### src/sv/mgcc_pkg.sv
`default_nettype none

package mgcc_pkg;

    localparam int CH_W    = 8;
    localparam int COORD_W = 10;
    localparam int CNT_W   = 21;

    localparam logic [CNT_W-1:0] CNT_MAX = {CNT_W{1'b1}};

    // Class thresholds.
    localparam logic [11:0] YEL_R_MIN     = 12'd96;
    localparam logic [11:0] YEL_B_MAX     = 12'd32;
    localparam logic [11:0] RED_R_MIN     = 12'd224;
    localparam logic [11:0] RED_B_MAX     = 12'd64;
    localparam logic [11:0] RED_G_MAX     = 12'd96;
    localparam logic [11:0] PUR_MIN       = 12'd128;
    localparam logic [7:0]  NEUTRAL_SPREAD = 8'd20;
    localparam logic [7:0]  GRAY_LOW      = 8'd48;
    localparam logic [7:0]  GRAY_HIGH     = 8'd80;
    localparam logic [7:0]  WHITE_LOW     = 8'd175;

    localparam logic [7:0]           MOTION_LIMIT_RST = 8'd30;
    localparam logic [CNT_W-1:0]     ANCHOR_COUNT_RST = 21'd100;
    localparam logic [COORD_W-1:0]   ROW_SKIP_RST     = 10'd75;

    typedef enum logic [1:0] {
        CFG_MOTION_LIMIT = 2'd0,
        CFG_ANCHOR_COUNT = 2'd1,
        CFG_ROW_SKIP     = 2'd2
    } cfg_reg_t;

    typedef enum logic [2:0] {
        CLS_NONE,
        CLS_YELLOW,
        CLS_RED,
        CLS_PURPLE,
        CLS_GRAY,
        CLS_WHITE
    } cls_t;

    typedef struct packed {
        logic [CH_W-1:0]    cur_blue;
        logic [CH_W-1:0]    cur_green;
        logic [CH_W-1:0]    cur_red;
        logic [CH_W-1:0]    prev_blue;
        logic [CH_W-1:0]    prev_green;
        logic [CH_W-1:0]    prev_red;
        logic [COORD_W-1:0] pixel_row;
        logic [COORD_W-1:0] pixel_col;
        logic               frame_first;
        logic               frame_last;
    } pixel_t;

    typedef struct packed {
        logic [CNT_W-1:0]   yellow_total;
        logic [CNT_W-1:0]   red_total;
        logic [CNT_W-1:0]   purple_total;
        logic [CNT_W-1:0]   gray_total;
        logic [CNT_W-1:0]   white_total;
        logic               anchor_found;
        logic [COORD_W-1:0] anchor_col;
        logic [COORD_W-1:0] anchor_row;
    } result_t;

    // Classified pixel handed from the front end to the accumulator.
    typedef struct packed {
        cls_t               cls;
        logic [COORD_W-1:0] row;
        logic [COORD_W-1:0] col;
        logic [COORD_W-1:0] quot;
        logic               first;
        logic               last;
    } cls_item_t;

    // Front-end status seen by the flow control.
    typedef struct packed {
        logic last_pending;
    } front_stat_t;

    function automatic logic [CH_W-1:0] absdiff8(input logic [CH_W-1:0] a,
                                                 input logic [CH_W-1:0] b);
        return (a > b) ? (a - b) : (b - a);
    endfunction

    function automatic logic [CNT_W-1:0] sat_inc(input logic [CNT_W-1:0] c);
        return (c == CNT_MAX) ? c : (c + 1'b1);
    endfunction

    function automatic cls_t classify_pixel(input logic [CH_W-1:0] r,
                                            input logic [CH_W-1:0] g,
                                            input logic [CH_W-1:0] b);
        logic [11:0] r12;
        logic [11:0] g12;
        logic [11:0] b12;
        logic        yel;
        logic        red;
        logic        pur;
        logic        neutral;
        logic        gray;
        logic        white;
        r12 = {4'b0, r};
        g12 = {4'b0, g};
        b12 = {4'b0, b};
        // 3(r-b) > r is rewritten as 2r > 3b so it never goes negative.
        yel = (r12 > YEL_R_MIN) && ((r12 << 1) > (b12 * 12'd3)) && (b12 < YEL_B_MAX)
              && ((g12 * 12'd10) < (r12 * 12'd9)) && ((g12 * 12'd5) > (r12 * 12'd3));
        red = (r12 > RED_R_MIN) && (b12 < RED_B_MAX) && (g12 < RED_G_MAX);
        pur = (r12 > PUR_MIN) && (b12 > PUR_MIN) && ((g12 << 2) < (r12 * 12'd3))
              && ((g12 << 1) > r12);
        neutral = (absdiff8(r, g) < NEUTRAL_SPREAD) && (absdiff8(r, b) < NEUTRAL_SPREAD)
                  && (absdiff8(g, b) < NEUTRAL_SPREAD);
        gray = (r > GRAY_LOW) && (g > GRAY_LOW) && (b > GRAY_LOW)
               && (r < GRAY_HIGH) && (g < GRAY_HIGH) && (b < GRAY_HIGH);
        white = (r > WHITE_LOW) && (g > WHITE_LOW) && (b > WHITE_LOW);
        if (yel)
            return CLS_YELLOW;
        else if (red)
            return CLS_RED;
        else if (pur)
            return CLS_PURPLE;
        else if (neutral && gray)
            return CLS_GRAY;
        else if (neutral && white)
            return CLS_WHITE;
        else
            return CLS_NONE;
    endfunction

endpackage

`default_nettype wire

### src/sv/mgcc_pixel_if.sv
`default_nettype none

interface mgcc_pixel_if;
    import mgcc_pkg::*;

    logic   valid;
    logic   ready;
    pixel_t data;

    modport source (output valid, output data, input ready);
    modport sink (input valid, input data, output ready);
endinterface

`default_nettype wire

### src/sv/mgcc_result_if.sv
`default_nettype none

interface mgcc_result_if;
    import mgcc_pkg::*;

    logic    valid;
    logic    ready;
    result_t data;

    modport source (output valid, output data, input ready);
    modport sink (input valid, input data, output ready);
endinterface

`default_nettype wire

### src/sv/mgcc_front.sv
`default_nettype none

module mgcc_front
    import mgcc_pkg::*;
#(
    parameter int LANES    = 4,
    parameter int MAX_ROWS = 1024,
    parameter int MAX_COLS = 1024
)
(
    input  wire logic         clk,
    input  wire logic         rst_n,
    mgcc_pixel_if.sink        pix,
    input  wire logic         advance,
    input  wire logic [7:0]   motion_limit,
    output logic              item_valid,
    output cls_item_t         item,
    output front_stat_t       stat
);

    localparam int          QSH     = 20;
    localparam int          RECIP   = (1 << QSH) / LANES;
    localparam logic [12:0] ROW_LIM = 13'(MAX_ROWS);
    localparam logic [12:0] COL_LIM = 13'(MAX_COLS);

    logic      s1_valid_reg;
    pixel_t    s1_pix_reg;
    logic      s2_valid_reg;
    cls_item_t s2_item_reg;

    logic      still;
    logic      in_region;
    logic [29:0] qprod;
    cls_item_t s2_item_next;

    assign pix.ready = advance;

    always_comb
    begin
        still = (absdiff8(s1_pix_reg.cur_blue, s1_pix_reg.prev_blue) < motion_limit)
                && (absdiff8(s1_pix_reg.cur_green, s1_pix_reg.prev_green) < motion_limit)
                && (absdiff8(s1_pix_reg.cur_red, s1_pix_reg.prev_red) < motion_limit);
        in_region = ({3'b0, s1_pix_reg.pixel_row} < ROW_LIM)
                    && ({3'b0, s1_pix_reg.pixel_col} < COL_LIM);
        // Quotient by the lane count through a fixed reciprocal; it can be one short.
        qprod = 30'(s1_pix_reg.pixel_row) * 30'(RECIP);
        s2_item_next.cls = (still && in_region)
            ? classify_pixel(s1_pix_reg.cur_red, s1_pix_reg.cur_green, s1_pix_reg.cur_blue)
            : CLS_NONE;
        s2_item_next.row   = s1_pix_reg.pixel_row;
        s2_item_next.col   = s1_pix_reg.pixel_col;
        s2_item_next.quot  = qprod[QSH+COORD_W-1:QSH];
        s2_item_next.first = s1_pix_reg.frame_first;
        s2_item_next.last  = s1_pix_reg.frame_last;
    end

    always_ff @(posedge clk or negedge rst_n)
    begin
        if (!rst_n)
        begin
            s1_valid_reg <= 1'b0;
            s2_valid_reg <= 1'b0;
        end
        else if (advance)
        begin
            s1_valid_reg <= pix.valid;
            s2_valid_reg <= s1_valid_reg;
        end
    end

    always_ff @(posedge clk)
    begin
        if (advance)
        begin
            s1_pix_reg  <= pix.data;
            s2_item_reg <= s2_item_next;
        end
    end

    assign item_valid = s2_valid_reg;
    assign item       = s2_item_reg;
    assign stat.last_pending = (s1_valid_reg && s1_pix_reg.frame_last)
                               || (s2_valid_reg && s2_item_reg.last);

endmodule

`default_nettype wire

### src/sv/mgcc_accum.sv
`default_nettype none

module mgcc_accum
    import mgcc_pkg::*;
#(
    parameter int LANES = 4
)
(
    input  wire logic               clk,
    input  wire logic               rst_n,
    input  wire logic               item_valid,
    input  wire cls_item_t          item,
    input  wire front_stat_t        front_stat,
    input  wire logic [CNT_W-1:0]   anchor_count,
    input  wire logic [COORD_W-1:0] row_skip,
    output logic                    advance,
    mgcc_result_if.source           res
);

    localparam int LW = (LANES > 1) ? $clog2(LANES) : 1;

    // Lane stage.
    logic               s3_valid_reg;
    cls_t               s3_cls_reg;
    logic [COORD_W-1:0] s3_row_reg;
    logic [COORD_W-1:0] s3_col_reg;
    logic [LW-1:0]      s3_lane_reg;
    logic               s3_first_reg;
    logic               s3_last_reg;

    logic [13:0] qmul;
    logic [13:0] rem;
    logic [13:0] lane_full;

    // Frame counters.
    logic [CNT_W-1:0]   yel_reg, yel_next;
    logic [CNT_W-1:0]   red_reg, red_next;
    logic [CNT_W-1:0]   pur_reg, pur_next;
    logic [CNT_W-1:0]   gray_reg, gray_next;
    logic [CNT_W-1:0]   white_reg, white_next;
    logic [CNT_W-1:0]   lane_cnt_reg [LANES];
    logic [CNT_W-1:0]   lane_cnt_next [LANES];
    logic               lane_anch_reg [LANES];
    logic               lane_anch_next [LANES];
    logic [COORD_W-1:0] lane_arow_reg [LANES];
    logic [COORD_W-1:0] lane_arow_next [LANES];
    logic               best_found_reg, best_found_next;
    logic [COORD_W-1:0] best_row_reg, best_row_next;
    logic [COORD_W-1:0] best_col_reg, best_col_next;
    logic [LW-1:0]      best_lane_reg, best_lane_next;

    logic               sel_anch;
    logic [CNT_W-1:0]   sel_cnt;
    logic [COORD_W-1:0] sel_arow;
    logic               count_ok;
    logic [CNT_W-1:0]   new_cnt;
    logic               set_anchor;
    logic               better;

    logic    done_reg;
    logic    res_valid_reg;
    result_t res_data_reg;

    assign advance = !(res_valid_reg && !res.ready
                       && (front_stat.last_pending || (s3_valid_reg && s3_last_reg)
                           || done_reg));

    always_comb
    begin
        qmul      = 14'(item.quot) * 14'(LANES);
        rem       = {4'b0, item.row} - qmul;
        lane_full = (rem >= 14'(LANES)) ? (rem - 14'(LANES)) : rem;
    end

    always_ff @(posedge clk or negedge rst_n)
    begin
        if (!rst_n)
            s3_valid_reg <= 1'b0;
        else if (advance)
            s3_valid_reg <= item_valid;
    end

    always_ff @(posedge clk)
    begin
        if (advance)
        begin
            s3_cls_reg   <= item.cls;
            s3_row_reg   <= item.row;
            s3_col_reg   <= item.col;
            s3_lane_reg  <= lane_full[LW-1:0];
            s3_first_reg <= item.first;
            s3_last_reg  <= item.last;
        end
    end

    always_comb
    begin
        yel_next        = s3_first_reg ? '0 : yel_reg;
        red_next        = s3_first_reg ? '0 : red_reg;
        pur_next        = s3_first_reg ? '0 : pur_reg;
        gray_next       = s3_first_reg ? '0 : gray_reg;
        white_next      = s3_first_reg ? '0 : white_reg;
        best_found_next = s3_first_reg ? 1'b0 : best_found_reg;
        best_row_next   = s3_first_reg ? '0 : best_row_reg;
        best_col_next   = s3_first_reg ? '0 : best_col_reg;
        best_lane_next  = s3_first_reg ? '0 : best_lane_reg;
        for (int i = 0; i < LANES; i++)
        begin
            lane_cnt_next[i]  = s3_first_reg ? '0 : lane_cnt_reg[i];
            lane_anch_next[i] = s3_first_reg ? 1'b0 : lane_anch_reg[i];
            lane_arow_next[i] = s3_first_reg ? '0 : lane_arow_reg[i];
        end

        sel_cnt  = s3_first_reg ? '0 : lane_cnt_reg[s3_lane_reg];
        sel_anch = s3_first_reg ? 1'b0 : lane_anch_reg[s3_lane_reg];
        sel_arow = s3_first_reg ? '0 : lane_arow_reg[s3_lane_reg];

        // A lane that holds an anchor counts again only past the skip window.
        count_ok   = !sel_anch
                     || ({1'b0, s3_row_reg} > ({1'b0, sel_arow} + {1'b0, row_skip}));
        new_cnt    = count_ok ? sat_inc(sel_cnt) : sel_cnt;
        set_anchor = !sel_anch && (new_cnt > anchor_count);
        better     = !best_found_next || (s3_row_reg < best_row_next)
                     || ((s3_row_reg == best_row_next) && (s3_lane_reg < best_lane_next));

        case (s3_cls_reg)
            CLS_YELLOW: yel_next  = sat_inc(yel_next);
            CLS_RED:    red_next  = sat_inc(red_next);
            CLS_PURPLE: pur_next  = sat_inc(pur_next);
            CLS_GRAY:   gray_next = sat_inc(gray_next);
            CLS_WHITE:
            begin
                lane_cnt_next[s3_lane_reg] = new_cnt;
                // The running sum rises only when a lane count rises, and it saturates at the top.
                if (count_ok && (sel_cnt != CNT_MAX))
                    white_next = sat_inc(white_next);
                if (set_anchor)
                begin
                    lane_anch_next[s3_lane_reg] = 1'b1;
                    lane_arow_next[s3_lane_reg] = s3_row_reg;
                    if (better)
                    begin
                        best_found_next = 1'b1;
                        best_row_next   = s3_row_reg;
                        best_col_next   = s3_col_reg;
                        best_lane_next  = s3_lane_reg;
                    end
                end
            end
            default: ;
        endcase
    end

    always_ff @(posedge clk or negedge rst_n)
    begin
        if (!rst_n)
        begin
            yel_reg        <= '0;
            red_reg        <= '0;
            pur_reg        <= '0;
            gray_reg       <= '0;
            white_reg      <= '0;
            best_found_reg <= 1'b0;
            best_row_reg   <= '0;
            best_col_reg   <= '0;
            best_lane_reg  <= '0;
            for (int i = 0; i < LANES; i++)
            begin
                lane_cnt_reg[i]  <= '0;
                lane_anch_reg[i] <= 1'b0;
                lane_arow_reg[i] <= '0;
            end
        end
        else if (advance && s3_valid_reg)
        begin
            yel_reg        <= yel_next;
            red_reg        <= red_next;
            pur_reg        <= pur_next;
            gray_reg       <= gray_next;
            white_reg      <= white_next;
            best_found_reg <= best_found_next;
            best_row_reg   <= best_row_next;
            best_col_reg   <= best_col_next;
            best_lane_reg  <= best_lane_next;
            for (int i = 0; i < LANES; i++)
            begin
                lane_cnt_reg[i]  <= lane_cnt_next[i];
                lane_anch_reg[i] <= lane_anch_next[i];
                lane_arow_reg[i] <= lane_arow_next[i];
            end
        end
    end

    always_ff @(posedge clk or negedge rst_n)
    begin
        if (!rst_n)
        begin
            done_reg      <= 1'b0;
            res_valid_reg <= 1'b0;
        end
        else
        begin
            if (advance)
                done_reg <= s3_valid_reg && s3_last_reg;
            if (advance && done_reg)
                res_valid_reg <= 1'b1;
            else if (res.ready)
                res_valid_reg <= 1'b0;
        end
    end

    always_ff @(posedge clk)
    begin
        if (advance && done_reg)
        begin
            res_data_reg.yellow_total <= yel_reg;
            res_data_reg.red_total    <= red_reg;
            res_data_reg.purple_total <= pur_reg;
            res_data_reg.gray_total   <= gray_reg;
            res_data_reg.white_total  <= white_reg;
            res_data_reg.anchor_found <= best_found_reg;
            res_data_reg.anchor_col   <= best_col_reg;
            res_data_reg.anchor_row   <= best_row_reg;
        end
    end

    assign res.valid = res_valid_reg;
    assign res.data  = res_data_reg;

endmodule

`default_nettype wire

### src/sv/motion_gated_color_class_counter_unit.sv
// Motion-gated color class counter.
// Pixels arrive on the pix channel, one word per pixel, with the previous-frame
// value, row, column and frame start/end flags. A pixel whose channels all moved
// less than the motion limit is classed as yellow, red, purple, gray or white and
// counted; white is counted per row lane and each lane may latch an anchor.
// After the word marked frame_last, one result word with the totals and the
// topmost anchor leaves on the res channel.
// Throughput is one pixel per clock unless the flow control holds the pipeline:
// a three-stage pipeline (input register, classify register, lane register)
// feeds the counter updates, then a result register. A result word becomes valid
// after its last pixel has passed those stages, the counters and the done flag.
// The cfg port writes motion_limit, anchor_count and row_skip by index; it is
// meant to be written while the block is idle.
// Reset clears all counters, lane anchors and pipeline valid bits, and loads the
// register defaults (30, 100, 75); no clearing pass is needed.
// When the receiver stalls, the block keeps taking pixels until a frame_last
// word is in flight behind the waiting result; only then does pix.ready drop.
`default_nettype none

module motion_gated_color_class_counter_unit
    import mgcc_pkg::*;
#(
    parameter int LANES    = 4,
    parameter int MAX_ROWS = 1024,
    parameter int MAX_COLS = 1024
)
(
    input  wire logic         clk,
    input  wire logic         rst_n,
    mgcc_pixel_if.sink        pix,
    mgcc_result_if.source     res,
    input  wire logic         cfg_we,
    input  wire logic [1:0]   cfg_index,
    input  wire logic [CNT_W-1:0] cfg_data
);

    logic [7:0]         motion_limit_reg;
    logic [CNT_W-1:0]   anchor_count_reg;
    logic [COORD_W-1:0] row_skip_reg;

    logic        advance;
    logic        item_valid;
    cls_item_t   item;
    front_stat_t front_stat;

    // Configuration registers; an index outside the list is ignored.
    always_ff @(posedge clk or negedge rst_n)
    begin
        if (!rst_n)
        begin
            motion_limit_reg <= MOTION_LIMIT_RST;
            anchor_count_reg <= ANCHOR_COUNT_RST;
            row_skip_reg     <= ROW_SKIP_RST;
        end
        else if (cfg_we)
        begin
            case (cfg_index)
                CFG_MOTION_LIMIT: motion_limit_reg <= cfg_data[7:0];
                CFG_ANCHOR_COUNT: anchor_count_reg <= cfg_data;
                CFG_ROW_SKIP:     row_skip_reg     <= cfg_data[COORD_W-1:0];
                default: ;
            endcase
        end
    end

    // Input register, motion gate, region check and color classification.
    mgcc_front #(
        .LANES    (LANES),
        .MAX_ROWS (MAX_ROWS),
        .MAX_COLS (MAX_COLS)
    ) u_front (
        .clk          (clk),
        .rst_n        (rst_n),
        .pix          (pix),
        .advance      (advance),
        .motion_limit (motion_limit_reg),
        .item_valid   (item_valid),
        .item         (item),
        .stat         (front_stat)
    );

    // Lane selection, counters, anchors, result register and flow control.
    mgcc_accum #(
        .LANES (LANES)
    ) u_accum (
        .clk          (clk),
        .rst_n        (rst_n),
        .item_valid   (item_valid),
        .item         (item),
        .front_stat   (front_stat),
        .anchor_count (anchor_count_reg),
        .row_skip     (row_skip_reg),
        .advance      (advance),
        .res          (res)
    );

    // The pipeline only holds while the result register is blocked.
    assert property (@(posedge clk) disable iff (!rst_n)
        !pix.ready |-> (res.valid && !res.ready))
        else $error("input stalled without a blocked result");

    // A held pipeline never loads a new result word.
    assert property (@(posedge clk) disable iff (!rst_n)
        !advance |=> $stable(res.data))
        else $error("result changed while the pipeline was held");

    // Without an anchor the anchor position reads as zero.
    assert property (@(posedge clk) disable iff (!rst_n)
        (res.valid && !res.data.anchor_found)
            |-> (res.data.anchor_col == '0 && res.data.anchor_row == '0))
        else $error("anchor position set without an anchor");

endmodule

`default_nettype wire

### src/flat_wrapper.sv
// flat-port wrapper written by rule: the top's interface ports become plain ports
module motion_gated_color_class_counter_unit_flat import mgcc_pkg::*;
#(
    parameter int LANES    = 4,
    parameter int MAX_ROWS = 1024,
    parameter int MAX_COLS = 1024
)
  (clk, rst_n, cfg_we, cfg_index, cfg_data, pix_valid, pix_data, pix_ready, res_valid, res_data, res_ready);
  mgcc_pixel_if pix_i ();
  mgcc_result_if res_i ();
  input  wire logic clk;
  input  wire logic rst_n;
  input  wire logic cfg_we;
  input  wire logic [1:0] cfg_index;
  input  wire logic [CNT_W-1:0] cfg_data;
  input wire logic [$bits(pix_i.valid)-1:0] pix_valid;
  input wire logic [$bits(pix_i.data)-1:0] pix_data;
  output wire logic [$bits(pix_i.ready)-1:0] pix_ready;
  output wire logic [$bits(res_i.valid)-1:0] res_valid;
  output wire logic [$bits(res_i.data)-1:0] res_data;
  input wire logic [$bits(res_i.ready)-1:0] res_ready;
  assign pix_i.valid = pix_valid;
  assign pix_i.data = pix_data;
  assign pix_ready = pix_i.ready;
  assign res_valid = res_i.valid;
  assign res_data = res_i.data;
  assign res_i.ready = res_ready;
  motion_gated_color_class_counter_unit #(.LANES(LANES), .MAX_ROWS(MAX_ROWS), .MAX_COLS(MAX_COLS)) u_core (.clk(clk), .rst_n(rst_n), .pix(pix_i), .res(res_i), .cfg_we(cfg_we), .cfg_index(cfg_index), .cfg_data(cfg_data));
endmodule
### config.mk
export PLATFORM = sky130hd
export DESIGN_NAME = motion_gated_color_class_counter_unit_flat
export DESIGN_NICKNAME = d
export VERILOG_FILES = /design/src/sv/mgcc_pkg.sv /design/src/sv/mgcc_pixel_if.sv /design/src/sv/mgcc_result_if.sv /design/src/sv/mgcc_front.sv /design/src/sv/mgcc_accum.sv /design/src/sv/motion_gated_color_class_counter_unit.sv /design/src/flat_wrapper.sv
export SDC_FILE = /design/constraint.sdc
export NUM_CORES = 1
export LEC_CHECK = 0
export ABC_AREA = 1
export CORE_MARGIN = 2
export CORE_UTILIZATION = 40
export CTS_CLUSTER_DIAMETER = 60
export DETAILED_ROUTE_END_ITERATION = 8
export DONT_BUFFER_PORTS = 1
export HOLD_SLACK_MARGIN = 0.15
export SLEW_MARGIN = 20
export SYNTH_ARGS = -nofsm -noshare
export SYNTH_HDL_FRONTEND = slang
export SYNTH_SLANG_ARGS = --single-unit
### constraint.sdc
create_clock -name clk -period 6.8 [get_ports clk]
set_input_delay 1.02 -clock clk [delete_from_list [all_inputs] [get_ports clk]]
set_output_delay 1.02 -clock clk [all_outputs]
set_load 0.02 [all_outputs]
======== Word-level counts from Yosys, hierarchy flattened ========
Index checks and enable logic that the tools add are counted.
W data, S select, Z words.
storage, ports and cells
  flip-flop bits (word level) ............. 556
  input port bits ......................... 98
  output and inout port bits .............. 128
  word-level logic and storage cells ...... 280
operators by class
  add/sub/neg operators ................... 21
  multiply operators ...................... 5
  order comparisons ....................... 40
  eq/ne operators ......................... 15
  mux-type cells .......................... 85
  bitwise gates (word level) .............. 3
  reduce and logical (&&, ||, !) cells .... 50
operators by type and width
  operator                 count
  $mux W21                 26
  $mux W10                 16
  $add A21 B1 Y21 const B  6
  $eq A21 B21 Y1 const B   6
  $sub A8 B8 Y8            12
  $bwmux W84               1
  $mux W84                 1
  $mux W40                 2
  $gt A8 B8 Y1             6
  $gt A8 B8 Y1 const B     6
  $mux W8                  6
  $bmux W21 S2             1
  $demux W21 S2            1
  $bwmux W40               1
  $lt A8 B7 Y1 const B     5
  $logic_and A1 B1 Y1      33
  $gt A8 B6 Y1 const B     3
  $lt A8 B5 Y1 const B     3
  $lt A8 B8 Y1             3
  $mul A8 B3 Y11 const B   2
  $gt A21 B21 Y1           1
  $ne A21 B21 Y1 const B   1
  $bmux W10 S2             1
  $demux W10 S2            1
  other kinds (39)         75

======== Logic depth before layout (Yosys ltp) ========
  depth in word-level cells ............... 13
  mapped depth ............................ 46
  gate-level depth less buffers ........... 44

======== By module ========
A second synthesis with hierarchy kept.
second synthesis, totals
  cell total of the unflattened synthesis .. 4119
  area, all modules ....................... 34063.9 sq um
modules (own cells, without submodules)
  module                                 instances  cells each  area an instance (sq um)
  mgcc_accum                             1          2702        22213.8
  mgcc_front                             1          1241        10203.5
  motion_gated_color_class_counter_unit  1          176         1646.6

======== Worst setup path before layout ========
Ideal clock, no wire load.
  path kind ............................... input -> register
  from .................................... input port res_ready
  to ...................................... register u_core.u_accum.res_data_reg, in the netlist u_core.u_accum.res.data[0], enable pin
  setup time .............................. 0.614 ns
  data arrival time ....................... 6.342 ns
  slack ................................... -0.157 ns
  stages on the path ...................... 2
  path through ............................ nor2_1 nor2_1
on the way
  word-level cells in the longest chain between the ends .. 5
ends and longest elaborated chain
  element              RTL line            RTL
  from (decl)          flat_wrapper.sv:21  input wire logic [$bits(res_i.ready)-1:0] res_ready;
  $logic_not A1 Y1     mgcc_accum.sv:64    assign advance = !(res_valid_reg && !res.ready
  $logic_and A1 B1 Y1  mgcc_accum.sv:64
  $logic_and A1 B1 Y1  mgcc_accum.sv:65    && (front_stat.last_pending || (s3_valid_reg && s3_last_reg)
  $logic_not A1 Y1     mgcc_accum.sv:64
  $logic_and A1 B1 Y1  mgcc_accum.sv:214   if (advance && done_reg)
  to (decl)            mgcc_accum.sv:62    result_t res_data_reg;
Every way passes these cells.
A chain may end at the register's enable or synchronous reset.

======== Worst setup path after layout ========
  from .................................... register u_core.u_accum.s3_row_reg[0]
  to ...................................... register u_core.u_accum.best_col_reg[6]
on the way
  word-level cells in the longest chain between the ends .. 7
ends and longest elaborated chain
  element                 RTL line           RTL
  from (decl)             mgcc_accum.sv:25   logic [COORD_W-1:0] s3_row_reg;
  from (signal assigned)  mgcc_accum.sv:88   s3_row_reg <= item.row;
  $gt A10 B11 Y1          mgcc_accum.sv:120  || ({1'b0, s3_row_reg} > ({1'b0, sel_arow} + {1'b0, row_skip}));
  $logic_or A1 B1 Y1      mgcc_accum.sv:120
  $mux W21                mgcc_accum.sv:121  new_cnt = count_ok ? sat_inc(sel_cnt) : sel_cnt;
  $gt A21 B21 Y1          mgcc_accum.sv:122  set_anchor = !sel_anch && (new_cnt > anchor_count);
  $logic_and A1 B1 Y1     mgcc_accum.sv:122
  $mux W10 (*)            mgcc_accum.sv:137  if (set_anchor)
  $mux W10 (*)            mgcc_accum.sv:126  case (s3_cls_reg)
  to (signal assigned)    mgcc_accum.sv:183  best_col_reg <= best_col_next;
  to (decl)               mgcc_accum.sv:49   logic [COORD_W-1:0] best_col_reg, best_col_next;
Mark *: on every way between the ends. The rest lies on a longest branch, timed or not.

==> results.txt <==
- The flow ran to the end, and the final reports show no timing, DRC or antenna violations.
* Input/output buffers: 0
- Critical path endpoint category: flop
- For this run, the leading register cell type out of synthesis is dfrtp_1.
- Area leader, netlist: edfxtp_1
* Average wire length per cell after detail routing: 18.2 µm
- Clk buf depth: 3
- Of all flip-flops after synthesis, the portion carrying an async set or reset was 54.9%.
* Most common library cell in the layout ignoring fill and taps: nand2_1
- On the final layout, the worst clock skew is 32.5 ps.
- In this run, synthesis inferred 246 flip-flops with an integrated enable.
- For this run, the register share of the synthesized area comes to 45.0%.
- The routed design has 91700 µm of wire.
- Ratio of routed vias to standard cells: 5.30
* First-pass GRT wire length: 143000 µm
- The register with the most flip-flops in the layout has 126 of them.
- Number of nets in the final layout: 4298
* Total leakage power: 16.3 nW
- At the worst endpoint, the required time is 7350 ps.
- 226 I/O pins were placed.
- Period Utilization, post-route: 92.5%
- For the worst-skew pair, the clock arrives at the later sink with an insertion delay of 630 ps.
- The tree is rooted in a clkbuf_16.
- Synthesis produced a netlist whose cell count is 3933.
* Transition at the pin with the smallest max-transition slack: 989 ps
* Area enclosed by the die boundary: 0.0852 mm²
- The critical path is of the reg -> reg type.
- Data on the critical path arrives at its endpoint at 6840 ps.
* Depth of the CTS H-tree: 3
- Initial Util: 40.4%
- DR DRC count: 0
- Across the VDD grid, the largest voltage drop is 276 µV.
- Drt first pass iters: 6
* Die boundary height: 292 µm
- TritonCTS built the clock tree.
- Pre-CTS worst setup slack: 15.3 ps
* Clock transition time at the flip-flop clock pins of the worst setup and hold paths: 60 ps
- Worst path max stage delay: 530 ps
- Floorplan row count: 105
- Peak fanout along the critical path: 15
* Via total after detailed routing: 26800
- HPWL after DPL: 63900 µm
- Seq cells post-synth: 546
* Number of antenna violations at the first check in global routing: 1
* Signed area change from the synthesized netlist to the final layout: 11.3%
- Headroom to the max-slew limit came out at 34.0%.
- Number of setup violations in the final report: 0
- CTS Buf Count: 69
* Die X-Extent: 292 µm
- Number of max-capacitance violations reported: 0
- The hold violation count in the final report came to 0.
* Yosys cell types: 55
* DRC marker count from the first detailed-route iteration: 2170
- Total negative slack for setup checks: 0 ps
* Core footprint: 0.0821 mm²
* Number of global-route vias before repair: 25700
* Hold WC Path Type: in -> async
- STA classifies the critical path startpoint as a flop.
* Pin count of the biggest net entering global routing: 301
- Dominant cell type by count on the critical path: inv_1
- Placer congestion estimate: 0.924
* Area of the mapped netlist: 0.0331 mm²
- DRT antenna net count: 0
* Power density over cell area: 417 mW/mm²
- Share of cells above drive strength 1: 6.31%
* Crit path setup slack, layout: 509 ps
- Timing would allow up to 159 MHz.
* Commonest non-fill, non-tap cells in the layout: nand2_1 (867), inv_1 (462), nor2_1 (346)
- Warnings from Yosys: 0
- The routed design could run at a clock period as short as 6290 ps.
* Slowest cell on the critical path: edfxtp_1
* Avg Synthesized Cell Area: 8.43 µm²
* Clock net sink count: 546
- Share of Yosys cell area claimed by the top area cell type: 22.3%
* Syn_nets: 4308
- Setup repair after global routing left no endpoint under its margin.
* Main area contributors after synthesis: edfxtp_1 (22%), dfrtp_1 (22%), ha_1 (10%)
- Global routing used 21.2% of the available tracks across all layers.
- After global routing the overflow that remains totals 0.
- Number of max-slew violations in the final report: 0
through the flow:
| step | hold WS [ps] | utilization [%] | power, mW | std cells | instance area, µm² |
|---|---|---|---|---|---|
| floorplan | 400 | - | 9.80 | 3933 | 33100 |
| global placement | 402 | 41.8 | 11.4 | 4917 | 34300 |
| detailed placement | 405 | 41.8 | 11.5 | 4917 | 34300 |
| CTS | 53.5 | 44.8 | 15.4 | 5042 | 36800 |
| global route | 247 | 44.9 | 16.6 | 5048 | 36900 |
| finish | 274 | 44.9 | 15.4 | 5048 | 36900 |
routing by layer:
metal,GRT usage [%],vias up,wire [µm]
li1,-,13200,-
met1,27.5,12600,40300
met2,35.4,733,43700
met3,3.57,186,4690
met4,8.06,0,3040
met5,0,-,0
where the power goes:
part | switching (mW) | total (mW) | internal (mW)
logic | 4.07 | 6.22 | 2.15
clock network | 1.53 | 3.87 | 2.34
registers | 0.881 | 5.31 | 4.43
path summary, 6_finish.rpt:
| kind | endpoint | slack, ps | depth (start not counted) | startpoint |
|---|---|---|---|---|
| worst max-delay path | u_core.u_accum.best_col_reg[6]$_DFFE_PN0P_ | 510 | 40 | u_core.u_accum.s3_row_reg[0]$_DFFE_PN_ |
| worst min-delay path | u_core.anchor_count_reg[2]$_DFFE_PN1P_ | 270 | 0 | rst_n |
| worst max register to register | u_core.u_accum.best_col_reg[6]$_DFFE_PN0P_ | 510 | 40 | u_core.u_accum.s3_row_reg[0]$_DFFE_PN_ |
| worst min register to register | u_core.u_accum.s3_row_reg[7]$_DFFE_PN_ | 410 | 0 | u_core.u_front.item[29]$_DFFE_PN_ |
| max in group asynchronous | u_core.u_accum.lane_arow_reg[39]$_DFFE_PN0P_ | 5870 | 1 | rst_n |
| min in group clk | u_core.u_accum.s3_row_reg[7]$_DFFE_PN_ | 410 | 0 | u_core.u_front.item[29]$_DFFE_PN_ |
synthesized netlist by cell type (all sizes together) (46+ instances only):
cell,count
inv,485
dfrtp,289
buf,54
nand3,261
ha,266
clkbuf,79
a31oi,96
xnor2,51
nand2,879
xor2,118
edfxtp,246
o21ai,194
nor3,46
nand4,82
a21oi,249
nor2,365
cell type report:
type / instances / area [µm²]
Inverter: 486 / 1840
Fill cell: 7957 / 45200
Clock inverter: 42 / 568
Antenna cell: 1 / 2.50
Sequential cell: 546 / 14900
Timing Repair Buffer: 52 / 504
Clock buffer: 83 / 1860
Multi-Input combinational cell: 2768 / 15900
Tap cell: 1070 / 1340
what timing repair did:
action / CTS / global route
buffers inserted: 0 / 2
endpoints found under the setup margin: 2 / 62
resized for setup: 1 / 12
pin swaps: 0 / 3
hold endpoints to repair: 289 / 145
cell families after synthesis:
| family | count (synthesis) | synth area share [%] |
|---|---|---|
| simple gates | 1667 | 21.3 |
| compound gates | 647 | 11.0 |
| xor+xnor | 169 | 4.47 |
| fa+ha+maj | 277 | 10.7 |
| buf+inv | 619 | 7.28 |
| mux | 8 | 0.257 |
| flops | 546 | 45.0 |
critical path: cells and delay by family, from the launching register on:
family | cells | cell delay (ps)
simple gates | 16 | 1670
compound gates | 9 | 1510
buf+inv | 10 | 1150
xor+xnor | 1 | 180
flops | 1 | 530
fa+ha+maj | 4 | 1160
No activity file was read; power rests on OpenSTA's default activity.
